===== config.mk =====
export PLATFORM = sky130hd
export DESIGN_NAME = dual_arm_jog_command_mapper_core
export DESIGN_NICKNAME = d
export VERILOG_FILES = /design/src/rtl/core/dajcm_pkg.sv /design/src/rtl/core/dajcm_front.sv /design/src/rtl/core/dajcm_queue.sv /design/src/rtl/core/dajcm_back.sv /design/src/rtl/core/dual_arm_jog_command_mapper_core.sv
export SDC_FILE = /design/constraint.sdc
export NUM_CORES = 1
export LEC_CHECK = 0
export BUFFER_PORTS_ARGS = -buffer_cell sky130_fd_sc_hd__buf_4
export CAP_MARGIN = 20
export CORE_MARGIN = 1
export CORE_UTILIZATION = 50
export CTS_CLUSTER_SIZE = 12
export DETAILED_ROUTE_END_ITERATION = 8
export PLACE_DENSITY = 0.73
export REMOVE_ABC_BUFFERS = 1
export SETUP_SLACK_MARGIN = 0.1
export SLEW_MARGIN = 40
export SYNTH_ARGS = -nofsm -noshare
export SYNTH_HDL_FRONTEND = slang
export SYNTH_SLANG_ARGS = --single-unit

===== constraint.sdc =====
create_clock -name clock -period 8.15 [get_ports clock]
set_input_delay 0.815 -clock clock [delete_from_list [all_inputs] [get_ports clock]]
set_output_delay 0.815 -clock clock [all_outputs]
set_load 0.1 [all_outputs]

===== src/rtl/core/dajcm_pkg.sv =====
// Shared types and constants for the dual-arm jog command mapper.
// No dependencies; imported by every module under rtl/core.
package dajcm_pkg;

   // command codes on the result channel
   localparam logic [1:0] CMD_START = 2'd0;
   localparam logic [1:0] CMD_STOP  = 2'd1;
   localparam logic [1:0] CMD_RESET = 2'd2;

   // configuration register indexes
   localparam logic [1:0] CSR_DEADBAND       = 2'd0;
   localparam logic [1:0] CSR_MAX_VELOCITY   = 2'd1;
   localparam logic [1:0] CSR_ANALOG_SCALING = 2'd2;

   localparam logic [14:0] DEADBAND_RST     = 15'd3277;
   localparam logic [14:0] MAX_VELOCITY_RST = 15'd7680;
   localparam logic [14:0] VEL_CAP          = 15'd25600;

   // result slots of one tick, in emission order; slot bit 0 is the arm
   localparam int NUM_SLOTS = 8;
   localparam int SLOT_RST_L   = 0;
   localparam int SLOT_RST_R   = 1;
   localparam int SLOT_MSTOP_L = 2;
   localparam int SLOT_MSTOP_R = 3;
   localparam int SLOT_START_L = 4;
   localparam int SLOT_START_R = 5;
   localparam int SLOT_ESTOP_L = 6;
   localparam int SLOT_ESTOP_R = 7;

   // slot index bits [2:1] name the kind of command
   localparam logic [1:0] KIND_RESET = 2'd0;
   localparam logic [1:0] KIND_MSTOP = 2'd1;
   localparam logic [1:0] KIND_START = 2'd2;
   localparam logic [1:0] KIND_ESTOP = 2'd3;

   typedef struct packed {
      logic               joy_present;
      logic               layout_ok;
      logic signed [15:0] stick_x;
      logic signed [15:0] stick_y;
      logic signed [15:0] stick_z;
      logic [7:0]         buttons;
   } req_type;

   typedef struct packed {
      logic [1:0]  command;
      logic        arm;
      logic [2:0]  jog_axis;
      logic        jog_direction;
      logic [14:0] jog_velocity;
      logic        last;
   } rsp_type;

   // one classified tick, handed from the front to the back
   typedef struct packed {
      logic [NUM_SLOTS-1:0] slots;
      logic [2:0]           axis;
      logic                 ldir;
      logic                 rdir;
      logic [15:0]          mag;
      logic                 scale;
   } plan_type;

endpackage


===== src/rtl/core/dajcm_front.sv =====
// Front end: takes joystick ticks, tracks button edges, arm mode and jog state,
// and turns each tick into a plan of up to six commands. Uses dajcm_pkg.
module dajcm_front
   import dajcm_pkg::*;
(
   input  logic        clock,
   input  logic        reset,
   input  logic        req_valid,
   output logic        req_ready,
   input  req_type     req_data,
   input  logic [14:0] deadband,
   input  logic        analog_scaling,
   output logic        q_push,
   output plan_type    q_data,
   input  logic        q_ready
);

   typedef enum logic [1:0] {
      MODE_BOTH  = 2'd0,
      MODE_LEFT  = 2'd1,
      MODE_RIGHT = 2'd2
   } arm_mode_type;

   logic         reset_button_was_ff, reset_button_was_in;
   logic         mode_button_was_ff, mode_button_was_in;
   arm_mode_type arm_mode_ff, arm_mode_in;
   logic         was_jogging_ff, was_jogging_in;

   logic        accept;
   logic        rst_btn, mode_btn, rst_edge, mode_edge;
   logic [15:0] mag_x, mag_y, mag_z;
   logic        hit_x, hit_y, hit_z;
   logic        jog, was_jog_eff, sel_left, sel_right;
   plan_type    plan;

   function automatic logic [15:0] mag16(input logic signed [15:0] v);
      logic [15:0] u;
      begin
         u = v;
         mag16 = u[15] ? (~u + 16'd1) : u;
      end
   endfunction

   assign accept    = req_valid && req_ready;
   assign req_ready = q_ready;

   assign rst_btn   = req_data.buttons[3];
   assign mode_btn  = req_data.buttons[1];
   assign rst_edge  = rst_btn && !reset_button_was_ff;
   assign mode_edge = mode_btn && !mode_button_was_ff;

   assign mag_x = mag16(req_data.stick_x);
   assign mag_y = mag16(req_data.stick_y);
   assign mag_z = mag16(req_data.stick_z);
   assign hit_x = mag_x > {1'b0, deadband};
   assign hit_y = mag_y > {1'b0, deadband};
   assign hit_z = mag_z > {1'b0, deadband};

   always_comb begin
      unique case (arm_mode_ff)
         MODE_BOTH:  arm_mode_in = mode_edge ? MODE_LEFT : arm_mode_ff;
         MODE_LEFT:  arm_mode_in = mode_edge ? MODE_RIGHT : arm_mode_ff;
         MODE_RIGHT: arm_mode_in = mode_edge ? MODE_BOTH : arm_mode_ff;
         default:    arm_mode_in = mode_edge ? MODE_BOTH : arm_mode_ff;
      endcase
      if (!req_data.layout_ok) begin
         arm_mode_in = arm_mode_ff;
      end
   end

   // start jogs go to the arms of the mode after this tick's mode step
   assign sel_left    = (arm_mode_in == MODE_BOTH) || (arm_mode_in == MODE_LEFT);
   assign sel_right   = (arm_mode_in == MODE_BOTH) || (arm_mode_in == MODE_RIGHT);
   assign was_jog_eff = was_jogging_ff && !mode_edge;

   always_comb begin
      plan       = '0;
      jog        = 1'b1;
      plan.axis  = 3'd0;
      plan.ldir  = 1'b0;
      plan.rdir  = 1'b0;
      plan.mag   = 16'd0;
      plan.scale = 1'b0;
      if (hit_x) begin
         plan.axis  = 3'd1;
         plan.ldir  = !req_data.stick_x[15];
         plan.rdir  = req_data.stick_x[15];
         plan.mag   = mag_x;
         plan.scale = analog_scaling;
      end else if (hit_y) begin
         plan.axis  = 3'd2;
         plan.ldir  = !req_data.stick_y[15];
         plan.rdir  = req_data.stick_y[15];
         plan.mag   = mag_y;
         plan.scale = analog_scaling;
      end else if (hit_z) begin
         plan.axis  = 3'd3;
         plan.ldir  = !req_data.stick_z[15];
         plan.rdir  = req_data.stick_z[15];
         plan.mag   = mag_z;
         plan.scale = analog_scaling;
      end else if (req_data.buttons[5]) begin
         plan.axis = 3'd4;
         plan.ldir = 1'b1;
      end else if (req_data.buttons[7]) begin
         plan.axis = 3'd4;
         plan.rdir = 1'b1;
      end else if (req_data.buttons[4]) begin
         plan.axis = 3'd5;
         plan.ldir = 1'b1;
      end else if (req_data.buttons[6]) begin
         plan.axis = 3'd5;
         plan.rdir = 1'b1;
      end else if (req_data.buttons[2]) begin
         plan.axis = 3'd6;
         plan.ldir = 1'b1;
         plan.rdir = 1'b1;
      end else if (req_data.buttons[0]) begin
         plan.axis = 3'd6;
      end else begin
         jog = 1'b0;
      end

      if (req_data.layout_ok) begin
         plan.slots[SLOT_RST_L]   = rst_edge;
         plan.slots[SLOT_RST_R]   = rst_edge;
         plan.slots[SLOT_MSTOP_L] = mode_edge;
         plan.slots[SLOT_MSTOP_R] = mode_edge;
         plan.slots[SLOT_START_L] = jog && sel_left;
         plan.slots[SLOT_START_R] = jog && sel_right;
         plan.slots[SLOT_ESTOP_L] = !jog && was_jog_eff;
         plan.slots[SLOT_ESTOP_R] = !jog && was_jog_eff;
      end else begin
         plan.slots[SLOT_ESTOP_L] = was_jogging_ff;
         plan.slots[SLOT_ESTOP_R] = was_jogging_ff;
      end
   end

   always_comb begin
      reset_button_was_in = reset_button_was_ff;
      mode_button_was_in  = mode_button_was_ff;
      was_jogging_in      = was_jogging_ff;
      if (accept && req_data.joy_present) begin
         if (req_data.layout_ok) begin
            reset_button_was_in = rst_btn;
            mode_button_was_in  = mode_btn;
            was_jogging_in      = jog;
         end else begin
            was_jogging_in = 1'b0;
         end
      end
   end

   always_ff @(posedge clock) begin
      if (reset) begin
         reset_button_was_ff <= 1'b0;
         mode_button_was_ff  <= 1'b0;
         arm_mode_ff         <= MODE_BOTH;
         was_jogging_ff      <= 1'b0;
      end else begin
         reset_button_was_ff <= reset_button_was_in;
         mode_button_was_ff  <= mode_button_was_in;
         was_jogging_ff      <= was_jogging_in;
         if (accept && req_data.joy_present) begin
            arm_mode_ff <= arm_mode_in;
         end
      end
   end

   // ticks that cause no command never enter the queue
   assign q_push = accept && req_data.joy_present && (plan.slots != '0);
   assign q_data = plan;

   a_mode_reachable: assert property (@(posedge clock) disable iff (reset)
      (arm_mode_ff == MODE_BOTH) || (arm_mode_ff == MODE_LEFT) || (arm_mode_ff == MODE_RIGHT))
      else $error("arm mode left its three-way cycle");

   a_mode_step_stops: assert property (@(posedge clock) disable iff (reset)
      (accept && req_data.joy_present && req_data.layout_ok && mode_edge)
      |=> !was_jogging_ff || $past(jog))
      else $error("jog flag survived a mode change without a new jog");

   a_layout_bad_clears: assert property (@(posedge clock) disable iff (reset)
      (accept && req_data.joy_present && !req_data.layout_ok) |=> !was_jogging_ff)
      else $error("unusable snapshot left the jog flag set");

endmodule


===== src/rtl/core/dajcm_queue.sv =====
// Short plan queue between front and back so each side stalls on its own.
// Uses dajcm_pkg for the plan type.
module dajcm_queue
   import dajcm_pkg::*;
#(
   parameter int DEPTH = 2
) (
   input  logic     clock,
   input  logic     reset,
   input  logic     push,
   input  plan_type push_data,
   output logic     in_ready,
   input  logic     pop,
   output logic     out_valid,
   output plan_type out_data
);

   localparam int PTR_W = (DEPTH > 1) ? $clog2(DEPTH) : 1;
   localparam int CNT_W = $clog2(DEPTH + 1);
   localparam logic [PTR_W-1:0] PTR_LAST = PTR_W'(DEPTH - 1);
   localparam logic [CNT_W-1:0] CNT_FULL = CNT_W'(DEPTH);

   plan_type         mem [DEPTH];
   logic [PTR_W-1:0] wr_ptr_ff, rd_ptr_ff;
   logic [CNT_W-1:0] count_ff;
   logic             do_push, do_pop;

   assign in_ready  = count_ff != CNT_FULL;
   assign out_valid = count_ff != '0;
   assign do_push   = push && in_ready;
   assign do_pop    = pop && out_valid;
   assign out_data  = mem[rd_ptr_ff];

   always_ff @(posedge clock) begin
      if (do_push) begin
         mem[wr_ptr_ff] <= push_data;
      end
   end

   always_ff @(posedge clock) begin
      if (reset) begin
         wr_ptr_ff <= '0;
         rd_ptr_ff <= '0;
         count_ff  <= '0;
      end else begin
         if (do_push) begin
            wr_ptr_ff <= (wr_ptr_ff == PTR_LAST) ? '0 : wr_ptr_ff + 1'b1;
         end
         if (do_pop) begin
            rd_ptr_ff <= (rd_ptr_ff == PTR_LAST) ? '0 : rd_ptr_ff + 1'b1;
         end
         if (do_push && !do_pop) begin
            count_ff <= count_ff + 1'b1;
         end else if (do_pop && !do_push) begin
            count_ff <= count_ff - 1'b1;
         end
      end
   end

   a_no_overflow: assert property (@(posedge clock) disable iff (reset)
      push |-> in_ready)
      else $error("plan pushed into a full queue");

   a_no_underflow: assert property (@(posedge clock) disable iff (reset)
      pop |-> out_valid)
      else $error("plan popped from an empty queue");

   a_count_bound: assert property (@(posedge clock) disable iff (reset)
      count_ff <= CNT_FULL)
      else $error("queue count beyond depth");

endmodule


===== src/rtl/core/dajcm_back.sv =====
// Back end: walks the slot mask of each plan and emits one command per cycle
// into a free result register; one multiplier scales velocity. Uses dajcm_pkg.
module dajcm_back
   import dajcm_pkg::*;
(
   input  logic        clock,
   input  logic        reset,
   input  logic        q_valid,
   input  plan_type    q_data,
   output logic        q_pop,
   input  logic [14:0] max_velocity,
   output logic        rsp_valid,
   input  logic        rsp_ready,
   output rsp_type     rsp_data
);

   plan_type             work_ff, work_in;
   logic                 rsp_valid_ff;
   rsp_type              rsp_ff, rsp_in;
   logic                 out_free, emit, load;
   logic [NUM_SLOTS-1:0] low_bit, slots_after;
   logic [2:0]           idx;
   logic [14:0]          vmax;
   logic [30:0]          prod;

   assign out_free = !rsp_valid_ff || rsp_ready;
   assign emit     = (work_ff.slots != '0) && out_free;
   assign low_bit  = work_ff.slots & (~work_ff.slots + 1'b1);

   always_comb begin
      idx = '0;
      for (int i = NUM_SLOTS - 1; i >= 0; i--) begin
         if (work_ff.slots[i]) begin
            idx = 3'(i);
         end
      end
   end

   assign slots_after = emit ? (work_ff.slots & ~low_bit) : work_ff.slots;
   assign load        = (slots_after == '0) && q_valid;
   assign q_pop       = load;

   always_comb begin
      work_in = work_ff;
      work_in.slots = slots_after;
      if (load) begin
         work_in = q_data;
      end
   end

   assign vmax = (max_velocity > VEL_CAP) ? VEL_CAP : max_velocity;
   assign prod = 31'(work_ff.mag) * 31'(vmax);

   always_comb begin
      rsp_in               = '0;
      rsp_in.arm           = idx[0];
      rsp_in.last          = (work_ff.slots & ~low_bit) == '0;
      unique case (idx[2:1])
         KIND_RESET: rsp_in.command = CMD_RESET;
         KIND_MSTOP: rsp_in.command = CMD_STOP;
         KIND_ESTOP: rsp_in.command = CMD_STOP;
         KIND_START: begin
            rsp_in.command       = CMD_START;
            rsp_in.jog_axis      = work_ff.axis;
            rsp_in.jog_direction = idx[0] ? work_ff.rdir : work_ff.ldir;
            rsp_in.jog_velocity  = work_ff.scale ? prod[29:15] : vmax;
         end
         default: rsp_in.command = CMD_STOP;
      endcase
   end

   always_ff @(posedge clock) begin
      if (reset) begin
         work_ff      <= '0;
         rsp_valid_ff <= 1'b0;
      end else begin
         work_ff <= work_in;
         if (emit) begin
            rsp_valid_ff <= 1'b1;
         end else if (rsp_ready) begin
            rsp_valid_ff <= 1'b0;
         end
      end
   end

   always_ff @(posedge clock) begin
      if (emit) begin
         rsp_ff <= rsp_in;
      end
   end

   assign rsp_valid = rsp_valid_ff;
   assign rsp_data  = rsp_ff;

   a_start_has_axis: assert property (@(posedge clock) disable iff (reset)
      (rsp_valid_ff && rsp_ff.command == CMD_START) |-> rsp_ff.jog_axis != 3'd0)
      else $error("start jog without an axis");

   a_velocity_capped: assert property (@(posedge clock) disable iff (reset)
      rsp_valid_ff |-> rsp_ff.jog_velocity <= VEL_CAP)
      else $error("jog velocity above cap");

   a_load_only_when_drained: assert property (@(posedge clock) disable iff (reset)
      q_pop |-> (work_ff.slots == '0) || (emit && $onehot(work_ff.slots)))
      else $error("new plan loaded over unfinished commands");

endmodule


===== src/rtl/core/dual_arm_jog_command_mapper_core.sv =====
// An accepted tick passes through the plan queue and the back end's work register
// into the result register; further commands of the tick follow one per cycle while
// the result register is free. Throughput: a tick of n commands holds the back end
// for all n of them (up to six); the front takes one tick per cycle while the
// plan queue has room. Ticks that cause no command never enter the queue.
// Reset (synchronous, active high) restores register defaults and clears control state.
module dual_arm_jog_command_mapper_core
   import dajcm_pkg::*;
#(
   parameter int QUEUE_DEPTH = 2
) (
   input  logic        clock,
   input  logic        reset,
   input  logic        req_valid,
   output logic        req_ready,
   input  req_type     req_data,
   output logic        rsp_valid,
   input  logic        rsp_ready,
   output rsp_type     rsp_data,
   input  logic        csr_we,
   input  logic [1:0]  csr_addr,
   input  logic [14:0] csr_wdata
);

   logic [14:0] deadband_ff;
   logic [14:0] max_velocity_ff;
   logic        analog_scaling_ff;

   logic        push, push_ready, pop, q_valid;
   plan_type    push_data, q_data;

   always_ff @(posedge clock) begin
      if (reset) begin
         deadband_ff       <= DEADBAND_RST;
         max_velocity_ff   <= MAX_VELOCITY_RST;
         analog_scaling_ff <= 1'b0;
      end else if (csr_we) begin
         unique case (csr_addr)
            CSR_DEADBAND:       deadband_ff       <= csr_wdata;
            CSR_MAX_VELOCITY:   max_velocity_ff   <= csr_wdata;
            CSR_ANALOG_SCALING: analog_scaling_ff <= csr_wdata[0];
            default: ;
         endcase
      end
   end

   dajcm_front u_front (
      .clock          (clock),
      .reset          (reset),
      .req_valid      (req_valid),
      .req_ready      (req_ready),
      .req_data       (req_data),
      .deadband       (deadband_ff),
      .analog_scaling (analog_scaling_ff),
      .q_push         (push),
      .q_data         (push_data),
      .q_ready        (push_ready)
   );

   dajcm_queue #(
      .DEPTH (QUEUE_DEPTH)
   ) u_queue (
      .clock     (clock),
      .reset     (reset),
      .push      (push),
      .push_data (push_data),
      .in_ready  (push_ready),
      .pop       (pop),
      .out_valid (q_valid),
      .out_data  (q_data)
   );

   dajcm_back u_back (
      .clock        (clock),
      .reset        (reset),
      .q_valid      (q_valid),
      .q_data       (q_data),
      .q_pop        (pop),
      .max_velocity (max_velocity_ff),
      .rsp_valid    (rsp_valid),
      .rsp_ready    (rsp_ready),
      .rsp_data     (rsp_data)
   );

endmodule


== Word-level counts from Yosys, hierarchy flattened ==
Memories as Yosys holds them, arrays and structs flattened. A register that Yosys moved wholly into a read port is not among the register bits.
Index checks and enable logic that the tools add are counted.

* Logic and storage cells: 158
* Memories kept: 1
* Output and inout bits: 25
* Bits in writable memories: 60
* Input bits: 80
* Register bits after elaboration: 94

{| class="wikitable"
|+ Memory list
! name !! words !! width !! read ports !! clocked after Yosys merged registers in !! wr ports !! line !! text
|-
| u_queue.mem || 2 || 30 || 1 || 1 || 1 || dajcm_queue.sv:23 || <nowiki>plan_type mem [DEPTH];</nowiki>
|}

* Eq/ne operators: 9
* $lt $le $gt $ge: 4
* Add/sub/neg operators: 8
* Reductions and logical operators: 44
* Bitwise logic cells: 7
* Mux-type cells: 61
* $mul: 1

{| class="wikitable"
|+ Operator list
! kind !! count
|-
| $add A16 B1 Y16 const B || 3
|-
| $gt A16 B15 Y1 || 3
|-
| $mux W16 || 3
|-
| $not A16 Y16 || 3
|-
| $mux W22 || 2
|-
| $mux W3 || 12
|-
| $mul A16 B15 Y30 || 1
|-
| $mux W15 || 2
|-
| $mux W30 || 1
|-
| $mux W1 || 25
|-
| $mux W17 || 1
|-
| $and A8 B8 Y8 || 2
|-
| $logic_not A8 Y1 || 2
|-
| $mux W2 || 8
|-
| $not A8 Y8 || 2
|-
| $reduce_bool A8 Y1 || 2
|-
| $gt A15 B15 Y1 const B || 1
|-
| $logic_and A1 B1 Y1 || 15
|-
| $logic_not A1 Y1 || 10
|-
| $add A8 B1 Y8 const B || 1
|-
| $eq A2 B1 Y1 const B || 4
|-
| $eq A2 B2 Y1 const B || 4
|-
| $logic_not A2 Y1 || 4
|-
| $mux W4 || 2
|-
| other kinds (13) || 21
|}

== Depth between registers and ports, before layout ==
Gate-level depths: netlist (run 1).

* Depth after elaboration: 19
* Mapped depth: 28
* Depth with buffers taken out: 25

== By module ==
From an unflattened synthesis (run 1), not the netlist that was laid out.

* Cells, all modules: 1841
* Area, all modules: 16783.6 um2

{| class="wikitable"
|+ By module, submodules not included
! module !! sequential area each (um2) !! instances !! area each (um2) !! cells each
|-
| dajcm_back || 1311.3 || 1 || 10217.3 || 1183
|-
| dajcm_front || 100.1 || 1 || 2889.0 || 412
|-
| dajcm_queue || 1901.8 || 1 || 2377.3 || 117
|-
| dual_arm_jog_command_mapper_core || 620.6 || 1 || 1300.0 || 129
|}

== Least setup slack after synthesis (run 1) ==
OpenSTA, ideal clock, no wires.

* Path type: input-to-reg
* Start point: input port req_data[25] (netlist bit)
* End point: memory u_queue.mem[0][0] (netlist bit) (enable)
* Path slack: 0.423 ns
* Buffers on the path: 1
* Cell stages on the path: 15
* Arrival time: 7.247 ns
* Library setup time: 0.479 ns
* Data required time: 7.671 ns
* Cells stage by stage: or2_2 > or4_1 > or4_1 > o31ai_1 > xnor2_1 > ha_1 > and3_1 > and3_1 > o21a_1 > a211o_1 > a211o_1 > buf_4 > nor4_1 > mux2_4 > nor4_1

* Cells in the longest elaborated chain, start to end: 14
* Elaborated cells between the ends (all ways): 17
* Classes of those cells: add/sub: 1; order compare: 1; mux: 7; bitwise: 1; reduce/logical: 7

{| class="wikitable"
|+ RTL lines
! element !! line !! text
|-
| from (decl) || dual_arm_jog_command_mapper_core.sv:16 || <nowiki>input req_type req_data,</nowiki>
|-
| $not A16 Y16 || dajcm_front.sv:40 || <nowiki>mag16 = u[15] ? (~u + 16'd1) : u;</nowiki>
|-
| $add A16 B1 Y16 || dajcm_front.sv:40 ||
|-
| $mux W16 * || dajcm_front.sv:40 ||
|-
| $gt A16 B15 Y1 * || dajcm_front.sv:56 || <nowiki>assign hit_y = mag_y > {1'b0, deadband};</nowiki>
|-
| $mux W1 * || dajcm_front.sv:90 || <nowiki>end else if (hit_y) begin</nowiki>
|-
| $mux W1 * || dajcm_front.sv:84 || <nowiki>if (hit_x) begin</nowiki>
|-
| $logic_not A1 Y1 || dajcm_front.sv:131, dajcm_front.sv:132 ||
|-
| $logic_and A1 B1 Y1 || dajcm_front.sv:131, dajcm_front.sv:132 ||
|-
| $mux W2 || dajcm_front.sv:124 || <nowiki>if (req_data.layout_ok) begin</nowiki>
|-
| $reduce_bool A8 Y1 * || dajcm_front.sv:171 || <nowiki>assign q_push = accept && req_data.joy_present && (plan.slots != '0);</nowiki>
|-
| $logic_and A1 B1 Y1 * || dajcm_front.sv:171 ||
|-
| $logic_and A1 B1 Y1 * || dajcm_queue.sv:30 || <nowiki>assign do_push = push && in_ready;</nowiki>
|-
| $mux W1 * || dajcm_queue.sv:35 || <nowiki>if (do_push) begin</nowiki>
|-
| $mux W1 (implied by the code) * || dajcm_queue.sv:36 || <nowiki>mem[wr_ptr_ff] <= push_data;</nowiki>
|-
| to (decl) || dajcm_queue.sv:23 ||
|}

Mark *: on every way between the ends. The rest lies on a longest branch, timed or not.

== Worst setup path after layout (run 1) ==
* Start point: register max_velocity_ff[12]
* End point: register u_back.rsp_ff, in the netlist u_back.rsp_data[10], data pin

* Cells in the longest elaborated chain, start to end: 4

{| class="wikitable"
|+ RTL lines
! element !! line !! text
|-
| from (decl) || dual_arm_jog_command_mapper_core.sv:26 || <nowiki>logic [14:0] max_velocity_ff;</nowiki>
|-
| from (signal assigned) || dual_arm_jog_command_mapper_core.sv:40 || <nowiki>CSR_MAX_VELOCITY: max_velocity_ff <= csr_wdata;</nowiki>
|-
| $gt A15 B15 Y1 || dajcm_back.sv:51 || <nowiki>assign vmax = (max_velocity > VEL_CAP) ? VEL_CAP : max_velocity;</nowiki>
|-
| $mux W15 * || dajcm_back.sv:51 ||
|-
| $mul A16 B15 Y30 || dajcm_back.sv:52 || <nowiki>assign prod = 31'(work_ff.mag) * 31'(vmax);</nowiki>
|-
| $mux W15 * || dajcm_back.sv:66 || <nowiki>rsp_in.jog_velocity = work_ff.scale ? prod[29:15] : vmax;</nowiki>
|-
| to (signal assigned) || dajcm_back.sv:88 || <nowiki>rsp_ff <= rsp_in;</nowiki>
|-
| to (decl) || dajcm_back.sv:19 || <nowiki>rsp_type rsp_ff, rsp_in;</nowiki>
|}

Marked as above.
A chain may end at the register's enable or synchronous reset.

==> metrics, run 1 <==
status=finished clean; clock sinks=149; Pre-antenna DRT Iters=6; Finished Cell Area=0.0176 mm²; Setup-failing EPs final=0; Layout area overhead=11.3%; DIE WIDTH=180 µm; post-synthesis mux area share=0.0242; Pwr Density=298 mW/mm²; Clock Latency Late Sink=0.43 ns; setup bufs post-CTS=0; WL final=39,300 µm; drt drc=0; top_reg_cell synth=edfxtp_1; fmax=132 MHz; Rel. slew slack=0.445; CTS tree=built; Initial Util=0.513; Post-Synthesis Cell Area=0.0158 mm²; Gate Count Post-Synth=1,751; via count=12,700; Synth cell types=68; synth cell count leaders=238 x inv_1, 210 x nand2_1, 178 x fa_1; pin count of the biggest net entering global routing=116; compound-cell area share of the yosys netlist=0.0969; post-synthesis register bit count=149; asr flop ratio synth=0; Ant. Diodes=0; clk root buf=clkbuf_16; vias in the first global route=13,000; leakage=8.36 nW; Core Rows=64; post-synth top area cell=fa_1; remaining antenna violation count=0; gr usage total=0.252; dpl hpwl=30,400 µm; Period minus WS final=7.59 ns; maximum vdd drop=0.166 mV; RD Place Congestion=0.930; final core occ=0.571; CTS Buf Count=17; count leader, synth=inv_1; ranking of synthesized cells by area=fa_1 22%, edfxtp_1 15%, ha_1 11%; CP max FO=115; GRT overflow=0; dpl cells=2,176; hold_sp=deadband_ff[12]; H-tree levels=4; Critical Path RT=8.33 ns; 1st-iter DRT viols=923; Clock Pin Slew Worst Setup and Hold Paths=0.08 ns; Post-Synth XOR/XNOR Area=0.0337; core footprint=0.0309 mm²; yosys warns=0; critical path class=reg -> reg; syn avg cell area=9.05 µm²; max-cap viol count=0; max-slew violations=0; initial antenna violation count=0; Seq/Total Area, Yosys=0.237; nets@finish=2,194; share of layout cells above drive strength 1=0.109; DIE HEIGHT=180 µm; via/cell ratio=5.73; die area=0.0324 mm²; Reg2Reg Depth=23; fin cells=2,208; CP Launch Point=max_velocity_ff[12]; flop-to-flop setup slack=0.56 ns; Synth top area share=0.225; DP Area=0.0170 mm²; first-pass GRT wire length=65,300 µm; largest family of logic cells by synthesized area=adder cells; Hold WS=0.463 ns; Post-synth EDFFs=77; Adder-Cell Fraction of Synth Area=0.334; Fillers=2,708; RSZ-0062 raised after global routing=no; worst r2r dst=u_back.rsp_data[10]; worst reg2reg startpoint=max_velocity_ff[12]; Synth Area in Simple Gates=0.194; Top-Level Pins=105; Slew @ Worst Pin=0.831 ns; clock tree buffer depth=2; Hold Path Class=reg -> reg; post-CTS resize count=0; Crit. End Element=register; routed length per placed instance=17.8 µm; Hold Vio Cnt, Final=0; port buffer count=104; cts hold-fix bufs=0; critical path startpoint category=register; skew final=0.0164 ns; Final Cycle Share=0.932; hold depth=2; worst hold endpoint=deadband_ff[12]; worst endpoint data arrival time=7.78 ns
## cells in the final DEF (no fill, tap or decap), types with 24 or more instances in the layout
cell type,n
and2_1,35
inv_1,238
and3_1,123
nand2_1,210
xnor2_1,53
dfxtp_1,71
nor2_1,99
edfxtp_1,77
nand3b_1,24
a21oi_1,69
buf_4,129
o21ai_0,48
ha_1,137
a211oi_1,27
fa_1,178
mux2i_1,30
## registers in the layout, summed over array words and instances, names as in the netlist, named ones only
name / flops
max_velocity_ff: 15
deadband_ff: 15
u_front.was_jogging_ff: 1
analog_scaling_ff: 1
u_queue.mem: 54
u_front.mode_button_was_ff: 1
u_queue.count_ff: 2
u_back.rsp_valid: 1
u_back.rsp_data: 23
u_queue.rd_ptr_ff: 1
u_back.work_ff: 30
u_front.reset_button_was_ff: 1
u_front.arm_mode_ff: 2
u_queue.wr_ptr_ff: 1
## power by group
| group | switching [W] | leakage [nW] | total (W) | internal [W] |
|---|---|---|---|---|
| sequential | 0.000193 | 1.31 | 0.00118 | 0.000990 |
| combinational | 0.00206 | 6.74 | 0.00323 | 0.00117 |
| clock | 0.000367 | 0.304 | 0.000838 | 0.000471 |
| total | 0.00262 | 8.36 | 0.00525 | 0.00263 |
## worst max path at each step
stage,endpoint,slack [ns],cells past startpoint
after floorplan,u_back.rsp_data[10],-6.97,22
after global placement,u_back.rsp_data[10],0.44,23
after detailed placement,u_back.rsp_data[10],0.22,23
after CTS,u_back.rsp_data[10],0.18,23
after global routing,u_back.rsp_data[10],0.16,23
final,u_back.rsp_data[10],0.56,23
## critical path: stages (launching register included)
cell      delay, ns
dfxtp_1        0.44
o311ai_2       0.40
buf_12         0.38
and2_1         0.43
nand2_1        0.14
fa_1           0.46
fa_1           0.55
inv_1          0.05
ha_1           0.30
fa_1           0.51
fa_1           0.54
inv_1          0.05
fa_1           0.52
inv_1          0.04
ha_1           0.22
a211o_1        0.30
a211o_1        0.29
nor4_2         0.50
nor2_1         0.17
a211oi_2       0.35
o21ai_0        0.24
a21oi_1        0.22
or3b_2         0.14
a31oi_1        0.08
## layer usage
layer,part of all wire,track usage
met5,0,0
met4,0.025,0.0810
met1,0.43,0.332
met2,0.49,0.434
met3,0.052,0.0283
## cells by family (layout without fill, tap and decap cells)
logic type | count (synthesis) | count (layout)
fa+ha+maj | 316 | 316
xor+xnor | 61 | 61
simple gates | 608 | 608
flops | 149 | 149
mux | 37 | 37
buf+inv | 339 | 400
compound gates | 241 | 241
## cell type report
class,instances,area [µm²],area share
Sequential cell,149,3750,0.213
Inverter,238,893,0.0506
Multi-Input combinational cell,1263,10900,0.616
Clock inverter,15,210,0.0119
Tap cell,396,495,0.0281
Clock buffer,17,425,0.0241
Timing Repair Buffer,130,988,0.0560
## metrics by stage
step	worst slack, ns	power (W)	TNS, ns
after floorplan	-6.97	0.00359	-99.94
final	0.557	0.00525	0
after global routing	0.155	0.00569	0
after CTS	0.180	0.00528	0
after detailed placement	0.219	0.00442	0
after global placement	0.440	0.00436	0
Note: power is estimated with default switching activity, not from simulation.
==> run 2: changes to the inputs <==
--- a/config.mk
+++ b/config.mk
@@ -17,4 +17,5 @@
 export SLEW_MARGIN = 40
 export SYNTH_ARGS = -nofsm -noshare
 export SYNTH_HDL_FRONTEND = slang
+export SYNTH_HIERARCHICAL = 1
 export SYNTH_SLANG_ARGS = --single-unit
==> run 2 against run 1 <==
Wire length up 9.3%; synthesized cell count is 5.1% higher; clock-buffer cell count up 1; clock skew grew 0.00053 ns; combinational power down 20%; register-to-register slack improved by 0.04 ns; synthesized area is 5.9% higher; via count rose by 5.9%; critical path depth down 1; die area up 5.8%; setup slack improved by 0.036 ns; hold slack got worse by 0.0087 ns; critical path type unchanged.
==> metrics, run 2 <==
Top-Level Pins=105 (unchanged); port buffer count=104 (unchanged); max FFs per register=60 (+11%); status=finished clean; worst reg2reg startpoint=max_velocity_ff[12]; vias in the first global route=13,700 (+5.4%); Synth top area share=0.212 (-0.0125); die area=0.0343 mm² (+5.8%); Reg2Reg Depth=22 (-4.3%); syn avg cell area=9.12 µm² (+0.72%); routed length per placed instance=18.4 µm (+3.5%); nets@finish=2,273 (+3.6%); core footprint=0.0328 mm² (+6.1%); share of layout cells above drive strength 1=0.114 (+0.00551); remaining antenna violation count=0 (unchanged); post-synth top area cell=fa_1; asr flop ratio synth=0 (unchanged); RD Place Congestion=0.942 (+1.4%); clock tree buffer depth=2 (unchanged); initial antenna violation count=0 (unchanged); critical path depth=22 (-4.3%); CP max FO=36 (-69%); hold depth=2 (unchanged); Comb pwr share=0.568 (-0.047); clk root buf=clkbuf_16; register bank with the most flops=u_queue/mem; Rel. slew slack=0.512 (+0.0669); Core Rows=66 (+3.1%); synth cell count leaders=258 x inv_1, 192 x nand2_1, 178 x fa_1; first-pass GRT wire length=70,000 µm (+7.3%); sw power=0.00228 W (-13%); Final Cycle Share=0.927 (-0.00445); top_reg_cell synth=edfxtp_1; ranking of synthesized cells by area=fa_1 21%, edfxtp_1 15%, ha_1 10%; commonest non-fill, non-tap cell in the layout=inv_1; dpl hpwl=32,900 µm (+8.3%); 1st-iter DRT viols=968 (+4.9%); pin count of the biggest net entering global routing=76 (-34%); Period minus WS final=7.56 ns (-0.0362 ns); CP top delay family=adder cells; worst r2r dst=u_back/rsp_data[8]; yosys warns=6 (+6); hold_sp=u_back/work_ff[19]; DIE WIDTH=185 µm (+2.9%); Clock Pin Slew Worst Setup and Hold Paths=0.08 ns (about the same); skew final=0.0170 ns (+0.000533 ns); Flop pwr share=0.262 (+0.037); Post-synth EDFFs=83 (+7.8%); clock sinks=155 (+4.0%); count leader, synth=inv_1; Pre-antenna DRT Iters=6 (unchanged); Setup-failing EPs final=0 (unchanged); critical path class=reg -> reg; H-tree levels=4 (unchanged); WL final=42,900 µm (+9.3%); Critical Path Max Stage Delay=0.60 ns (+0.05 ns); slowest CP cell=o311ai_4; Layout area overhead=9.53%; Finished Cell Area=0.0184 mm² (+4.2%); Clock Power Share=0.170 (+0.010); maximum vdd drop=0.299 mV (+80%); drt drc=0 (unchanged); post-synthesis register bit count=155 (+4.0%); RSZ-0062 raised after global routing=no; Hold Path Class=reg -> reg; Ant. Diodes=0 (unchanged); max-slew violations=0 (unchanged); Synth cell types=81 (+19%); Initial Util=0.512 (-0.000805); Seq/Total Area, Yosys=0.234 (-0.00245); worst hold endpoint=u_back/work_ff[19]; fmax=132 MHz (+0.48%); flop-to-flop setup slack=0.59 ns (+0.04 ns); Gate Count Post-Synth=1,841 (+5.1%); Hold Vio Cnt, Final=0 (unchanged); via/cell ratio=5.74 (+0.21%); Pwr Density=247 mW/mm² (-17%); most used cell, CP=fa_1; Post-Synthesis Cell Area=0.0168 mm² (+5.9%); WP buf/inv=5 (+1); via count=13,400 (+5.9%); Critical Path RT=8.46 ns (+0.13 ns); critical path startpoint category=register; CTS tree=built; max-cap viol count=0 (unchanged); DIE HEIGHT=185 µm (+2.9%); Pint=0.00226 W (-14%); gr usage total=0.263 (+0.0114); worst endpoint data arrival time=7.86 ns (+0.08 ns); CTS Buf Count=17 (unchanged); Crit. End Element=register; DP Area=0.0178 mm² (+4.8%); Clock Latency Late Sink=0.44 ns (about the same); Sw Ratio=0.502 (+0.00361); critical-path cell list=o311ai_4 -> buf_4 -> and2_1 -> nand2_1 -> fa_1 -> fa_1 -> inv_1 -> fa_1 -> fa_1 -> fa_1 -> inv_1 -> fa_1 -> inv_1 -> ha_1 -> a21oi_1 -> o21a_1 -> o221ai_1 -> a21oi_1 -> buf_4 -> o21ai_1 -> a2111oi_0 -> a221o_1; Slew @ Worst Pin=0.731 ns (-0.100 ns); Power, Total=0.00454 W (-14%); GRT overflow=0 (unchanged); cts hold-fix bufs=0 (unchanged); most frequent cells in the layout=258 x inv_1, 192 x nand2_1, 178 x fa_1, 137 x ha_1, 123 x buf_4; leakage=8.62 nW (+3.2%)
run 2: worst min-delay path, stage by stage (launching register included):
cell	delay (ns)
dfxtp_1	0.31
nand2_1	0.05
a21oi_1	0.05
run 2: area by class of cell:
class / count / area, µm²
Clock buffer: 18 / 429
Clock inverter: 14 / 145
Fill cell: 2916 / 14400
Inverter: 259 / 972
Multi-Input combinational cell: 1322 / 11400
Sequential cell: 155 / 3930
Tap cell: 442 / 553
Timing Repair Buffer: 123 / 923
run 2: worst max path at each step:
stage                             start                 end
floorplan           max_velocity_ff[12]  u_back/rsp_data[8]
global placement    max_velocity_ff[12]  u_back/rsp_data[8]
detailed placement  max_velocity_ff[12]  u_back/rsp_data[8]
CTS                 max_velocity_ff[12]  u_back/rsp_data[8]
global route        max_velocity_ff[12]  u_back/rsp_data[8]
finish              max_velocity_ff[12]  u_back/rsp_data[8]
run 2: power groups by stage:
stage	combinational (W)	sequential, W	clock, W
detailed placement	0.00256	0.00120	0
floorplan	0.00150	0.00156	0
global placement	0.00252	0.00120	0
global route	0.00288	0.00120	0.000815
finish	0.00258	0.00119	0.000773
CTS	0.00259	0.00118	0.000784
run 2: kinds of logic (layout without fill, tap and decap cells):
| group | Yosys count | count (layout) | share of synthesized area |
|---|---|---|---|
| AND/OR/NAND/NOR | 615 | 615 | 0.190 |
| buffers and inverters | 364 | 414 | 0.0856 |
| multiplexers | 66 | 66 | 0.0416 |
| flip-flops | 155 | 155 | 0.234 |
| XOR/XNOR | 58 | 58 | 0.0303 |
| AO/OA/AOI/OAI | 266 | 266 | 0.103 |
| adder cells (fa/ha/maj) | 317 | 317 | 0.316 |
run 2: per-layer routing:
metal / global-route usage / share of wire
met5: 0 / 0
met2: 0.454 / 0.49
met3: 0.0356 / 0.062
met1: 0.338 / 0.42
met4: 0.0893 / 0.026
run 2: through the flow:
step	setup TNS, ns	worst slack, ns	hold slack [ns]	util	cells
after floorplan	-0.0974	-0.0974	0.426	-	1736
after global placement	0	0.715	0.440	0.543	2301
after detailed placement	0	0.516	0.449	0.543	2301
after CTS	0	0.501	0.459	0.561	2333
after global routing	0	0.213	0.478	0.561	2333
final	0	0.594	0.454	0.561	2333
run 2: what timing repair did:
action / CTS / global route
endpoints found under the hold margin: 0 / 0
setup endpoints to repair: 0 / 1
gates resized for setup: 0 / 2
setup buffers: 0 / 0
